**src/hdl/dfem_pkg.sv**
```systemverilog
package dfem_pkg;

   localparam int DEST_X_W   = 12;
   localparam int DEST_Y_W   = 11;
   localparam int OUT_W      = 20;
   localparam int IMG_W_W    = 13;
   localparam int SCALE_W    = 16;
   localparam int CSR_IDX_W  = 1;
   localparam int CSR_DATA_W = 16;

   localparam int DW         = 34;
   localparam int ANG_W      = 32;
   localparam int STEPS      = 28;

   localparam int DIV_BITS      = DEST_X_W + ANG_W;
   localparam int DIV_PER_STAGE = 4;
   localparam int DIV_STAGES    = DIV_BITS / DIV_PER_STAGE;

   localparam logic [IMG_W_W-1:0] IMAGE_WIDTH_RESET  = 13'd1280;
   localparam logic [SCALE_W-1:0] RADIUS_SCALE_RESET = 16'd57934;

   localparam logic signed [DW-1:0] GAIN_Q30     = 34'sd652032874;
   localparam logic signed [DW-1:0] HALF_TURN    = 34'sh080000000;
   localparam logic signed [DW-1:0] QUARTER_TURN = 34'sh040000000;

   localparam logic [ANG_W-1:0] ANG_HALF     = 32'h80000000;
   localparam logic [ANG_W-1:0] ANG_QUARTER  = 32'h40000000;
   localparam logic [ANG_W-1:0] ANG_3QUARTER = 32'hC0000000;

   localparam logic [OUT_W-1:0] OUT_MAX = 20'hFFFFF;

   typedef enum logic [CSR_IDX_W-1:0] {
      CSR_IMAGE_WIDTH  = 1'b0,
      CSR_RADIUS_SCALE = 1'b1
   } csr_index_type;

   typedef struct packed {
      logic [OUT_W-1:0] src_x;
      logic [OUT_W-1:0] src_y;
      logic             lens_select;
   } rsp_type;

   function automatic logic signed [DW-1:0] atan_turn(input int i);
      logic signed [DW-1:0] v;
      case (i)
         0:  v = 34'sh020000000;
         1:  v = 34'sh012E4051E;
         2:  v = 34'sh009FB385B;
         3:  v = 34'sh0051111D4;
         4:  v = 34'sh0028B0D43;
         5:  v = 34'sh00145D7E1;
         6:  v = 34'sh000A2F61E;
         7:  v = 34'sh000517C55;
         8:  v = 34'sh00028BE53;
         9:  v = 34'sh000145F2F;
         10: v = 34'sh0000A2F98;
         11: v = 34'sh0000517CC;
         12: v = 34'sh000028BE6;
         13: v = 34'sh0000145F3;
         14: v = 34'sh00000A2FA;
         15: v = 34'sh00000517D;
         16: v = 34'sh0000028BE;
         17: v = 34'sh00000145F;
         18: v = 34'sh000000A30;
         19: v = 34'sh000000518;
         20: v = 34'sh00000028C;
         21: v = 34'sh000000146;
         22: v = 34'sh0000000A3;
         23: v = 34'sh000000051;
         24: v = 34'sh000000029;
         25: v = 34'sh000000014;
         26: v = 34'sh00000000A;
         27: v = 34'sh000000005;
         default: v = '0;
      endcase
      return v;
   endfunction

endpackage

```
**src/hdl/dfem_div.sv**
```systemverilog
module dfem_div import dfem_pkg::*; #(
   parameter int DIV_W = 13
) (
   input  logic                clock,
   input  logic                reset,
   input  logic                en,
   input  logic                in_valid,
   input  logic [DEST_X_W-1:0] in_num_x,
   input  logic [DEST_X_W-1:0] in_num_y,
   input  logic [DIV_W-1:0]    divisor,
   output logic                out_valid,
   output logic [ANG_W-1:0]    out_quo_x,
   output logic [ANG_W-1:0]    out_quo_y
);

   logic                vld_ff [DIV_STAGES];
   logic [DIV_W-1:0]    rem_ff [2][DIV_STAGES];
   logic [DIV_BITS-1:0] nq_ff  [2][DIV_STAGES];
   logic [DEST_X_W-1:0] num    [2];

   assign num[0] = in_num_x;
   assign num[1] = in_num_y;

   for (genvar s = 0; s < DIV_STAGES; s++) begin : g_stage
      logic vld_src;
      if (s == 0) begin : g_first
         assign vld_src = in_valid;
      end else begin : g_next
         assign vld_src = vld_ff[s-1];
      end

      always_ff @(posedge clock) begin
         if (reset) begin
            vld_ff[s] <= 1'b0;
         end else if (en) begin
            vld_ff[s] <= vld_src;
         end
      end

      for (genvar l = 0; l < 2; l++) begin : g_lane
         logic [DIV_W-1:0]    rem_src;
         logic [DIV_BITS-1:0] nq_src;
         logic [DIV_W-1:0]    rem_in;
         logic [DIV_BITS-1:0] nq_in;

         if (s == 0) begin : g_first
            assign rem_src = '0;
            assign nq_src  = {num[l], {ANG_W{1'b0}}};
         end else begin : g_next
            assign rem_src = rem_ff[l][s-1];
            assign nq_src  = nq_ff[l][s-1];
         end

         always_comb begin
            logic [DIV_W:0] r2;
            rem_in = rem_src;
            nq_in  = nq_src;
            for (int b = 0; b < DIV_PER_STAGE; b++) begin
               r2 = {rem_in, nq_in[DIV_BITS-1]};
               if (r2 >= {1'b0, divisor}) begin
                  rem_in = DIV_W'(r2 - {1'b0, divisor});
                  nq_in  = {nq_in[DIV_BITS-2:0], 1'b1};
               end else begin
                  rem_in = r2[DIV_W-1:0];
                  nq_in  = {nq_in[DIV_BITS-2:0], 1'b0};
               end
            end
         end

         always_ff @(posedge clock) begin
            if (en) begin
               rem_ff[l][s] <= rem_in;
               nq_ff[l][s]  <= nq_in;
            end
         end
      end
   end

   assign out_valid = vld_ff[DIV_STAGES-1];
   assign out_quo_x = nq_ff[0][DIV_STAGES-1][ANG_W-1:0];
   assign out_quo_y = nq_ff[1][DIV_STAGES-1][ANG_W-1:0];

endmodule

```
**config.mk**
```make
export PLATFORM = sky130hd
export DESIGN_NAME = dfem_div
export DESIGN_NICKNAME = d
export VERILOG_FILES = /design/src/hdl/dfem_pkg.sv /design/src/hdl/dfem_div.sv
export SDC_FILE = /design/constraint.sdc
export NUM_CORES = 2
export LEC_CHECK = 0
export BUFFER_PORTS_ARGS = -buffer_cell sky130_fd_sc_hd__buf_2
export CAP_MARGIN = 10
export CORE_MARGIN = 5
export CORE_UTILIZATION = 36
export CTS_BUF_LIST = sky130_fd_sc_hd__clkbuf_8
export DETAILED_ROUTE_END_ITERATION = 12
export SYNTH_ARGS = -nofsm -noshare
export SYNTH_HDL_FRONTEND = slang
export SYNTH_SLANG_ARGS = --single-unit
```
**constraint.sdc**
```tcl
create_clock -name clock -period 25.8 [get_ports clock]
set_input_delay 0 -clock clock [delete_from_list [all_inputs] [get_ports clock]]
set_output_delay 0 -clock clock [all_outputs]
set_load 0.01 [all_outputs]
```
==> impl_metrics.ini <==
[sta]
setup_viol = 0
min_period_over_period_pct = 49.0
clock.fmax_mhz = 79.1
hold_viol = 0
worst_pin_slew_ns = 1.14
rsz0062_at_grt = false
slew_headroom_pct = 23.3
period_needed_ns = 12.65
finClkSkew_ns = 0.0529
slew_violations = 0
finalSetupTns_ns = 0

[finish]
multi_input_area_mm2 = 0.0555
n_fill_cell = 20600
register_area_mm2 = 0.0175
area_delta_synth_final_pct = 9.30
drive_gt1_share_pct = 10.7
layout.nets = 9930

[setup_path]
crit_fanout = 36
cp.required_ns = 26.43
critical-path-top-delay-family = compound AO/OA/AOI/OAI gates
cp.buffers_inverters = 7
cp.arrival_ns = 13.28
worst_setup_path_start_kind = input pin
end_kind = register
critical_path_class = input pin to register
slowest_stage = o32ai_4
slowest_delay_ns = 0.74

[synth]
async_flop_share_pct = 0
synth_top_area_share_pct = 23.3
synth_area_leaders = edfxtp_1 23%, ha_1 18%, mux2_2 6.0%
syn_inst = 8594
synth_top_area_cell = edfxtp_1
synth-seq-cells = 583
synth_edf_count = 583
yosysUniqueCellTypes = 120
synth_ff_type = edfxtp_1
netlist_area_mm2 = 0.0750
yosys_warnings = 0
synth_common_cells = 1,072 x ha_1, 812 x nor2_1, 767 x a21oi_1
yosysSeqAreaShare_pct = 23.3
syn-num-nets = 9745
syn_area_per_cell_um2 = 8.72
post-synth-top-count-cell = ha_1

[cts]
clk_pin_slew_ns = 0.07
cts_sinks = 583
cts_buffers = 114
worstSkewPairLatency_ns = 0.91
cts_tree = done
post_cts_resized = 0
cts_root_buf = clkbuf_8
clockBufferDepth = 3
ctsHtreeMaxLevel = 3

[floorplan]
top_level_ports = 106
die_w_um = 466
core_mm2 = 0.207
initial_utilization_pct = 36.2
die_h_um = 466
rows = 167
design.die.area_mm2 = 0.218

[hold_path]
hp-class = input pin to register

[grt]
grt_pass1_wl_um = 343000
antenna_found_initial = 7
grt_overflow = 0
grt_max_degree = 150
grt_pass1_vias = 65000
grt_use_total_pct = 19.1

[placement]
io_buffers = 105
dpl.hpwl_um = 159000
gp_congestion = 0.888

[flow_run]
drv_cap = 0

[drt]
vias = 66400
viasPerCell = 5.69
ant_nets = 0
drt_iter0_markers = 4500
drc = 0
wl_per_cell_um = 18.6
dr.pass1.iters = 6
routed_wirelength_um = 217000

[status]
status = complete, no violations
repair_timing:
action	CTS	global route
setup buffers	0	0
hold buffers	56	0
setup endpoints to repair	0	0
hold endpoints to repair	126	0
per-stage QoR:
stage	hold slack (ns)	cells	worst slack (ns)	cell area (µm²)	utilization [%]
global placement	0.177	11400	13.11	79000	38.1
finish	0.121	11700	13.15	82000	39.5
CTS	0.0164	11700	13.43	82000	39.5
global route	0.130	11700	12.35	82000	39.5
detailed placement	0.178	11400	13.01	79000	38.1
floorplan	0.0989	8594	13.66	75000	-
layout make-up:
type	count	share of cell area, %
diodes	3	0.00916
clock buffers	116	1.95
clock inverters	94	0.959
inverters	341	1.64
multi-input cells	7500	67.7
flip-flops and latches	583	21.4
well taps	2788	4.26
repair buffers	239	2.15
path summary, 6_finish.rpt:
| kind | startpoint | endpoint | slack [ns] | cells after the start |
|---|---|---|---|---|
| worst max register to register | nq_ff[0][439]$_DFFE_PP_ | rem_ff[0][106]$_DFFE_PP_ | 13.98 | 43 |
| worst max-delay path | divisor[0] | rem_ff[0][225]$_DFFE_PP_ | 13.15 | 42 |
| worst min register to register | nq_ff[0][107]$_DFFE_PP_ | nq_ff[0][67]$_DFFE_PP_ | 0.41 | 0 |
| worst min-delay path | divisor[11] | rem_ff[0][245]$_DFFE_PP_ | 0.12 | 6 |
worst register-to-register path, delay by kind of cell, from the launching register on:
family | cells | cell delay [ns]
multiplexers | 2 | 0.68
AND/OR/NAND/NOR | 12 | 3.51
AO/OA/AOI/OAI | 21 | 5.19
adder cells (fa/ha/maj) | 5 | 1.63
buffers and inverters | 3 | 0.22
flip-flops | 1 | 0.34
layer usage:
layer / up-vias / global-route usage, % / share of wire (%)
met5: - / 0 / 0.0060
met4: 2 / 5.59 / 2.7
met3: 355 / 2.28 / 4.7
met2: 1534 / 32.9 / 47
met1: 31800 / 25.0 / 46
li1: 32700 / - / -
layout by cell type, fill, tap and decap left out, drive strengths merged, types with 117 or more instances in the layout:
| cell type | synthesis | routed |
|---|---|---|
| a21o | 272 | 272 |
| mux2 | 409 | 409 |
| a21oi | 776 | 776 |
| nand3 | 133 | 133 |
| nand2b | 180 | 180 |
| nor2 | 814 | 814 |
| nand2 | 590 | 590 |
| xor2 | 296 | 296 |
| inv | 334 | 359 |
| ha | 1072 | 1072 |
| edfxtp | 583 | 583 |
| xnor2 | 451 | 451 |
| clkbuf | 95 | 117 |
| o21ai | 597 | 597 |
| nor2b | 150 | 150 |
| nor3 | 216 | 216 |
| o21a | 171 | 171 |
| buf | 75 | 182 |
cells by family after synthesis:
group,Yosys count,share of synthesized area (%)
compound gates,2592,22.6
buf+inv,511,2.74
simple gates,2568,16.5
fa+ha+maj,1110,18.9
mux,483,7.16
flops,583,23.3
xor+xnor,747,8.73
registers in the layout, indices dropped and copies added (netlist names):
register	flops
nq_ff	312
rem_ff	260
vld_ff	11
Power is not shown: default switching activity piles up to over one toggle a cycle in this logic, so the estimate is an artifact.
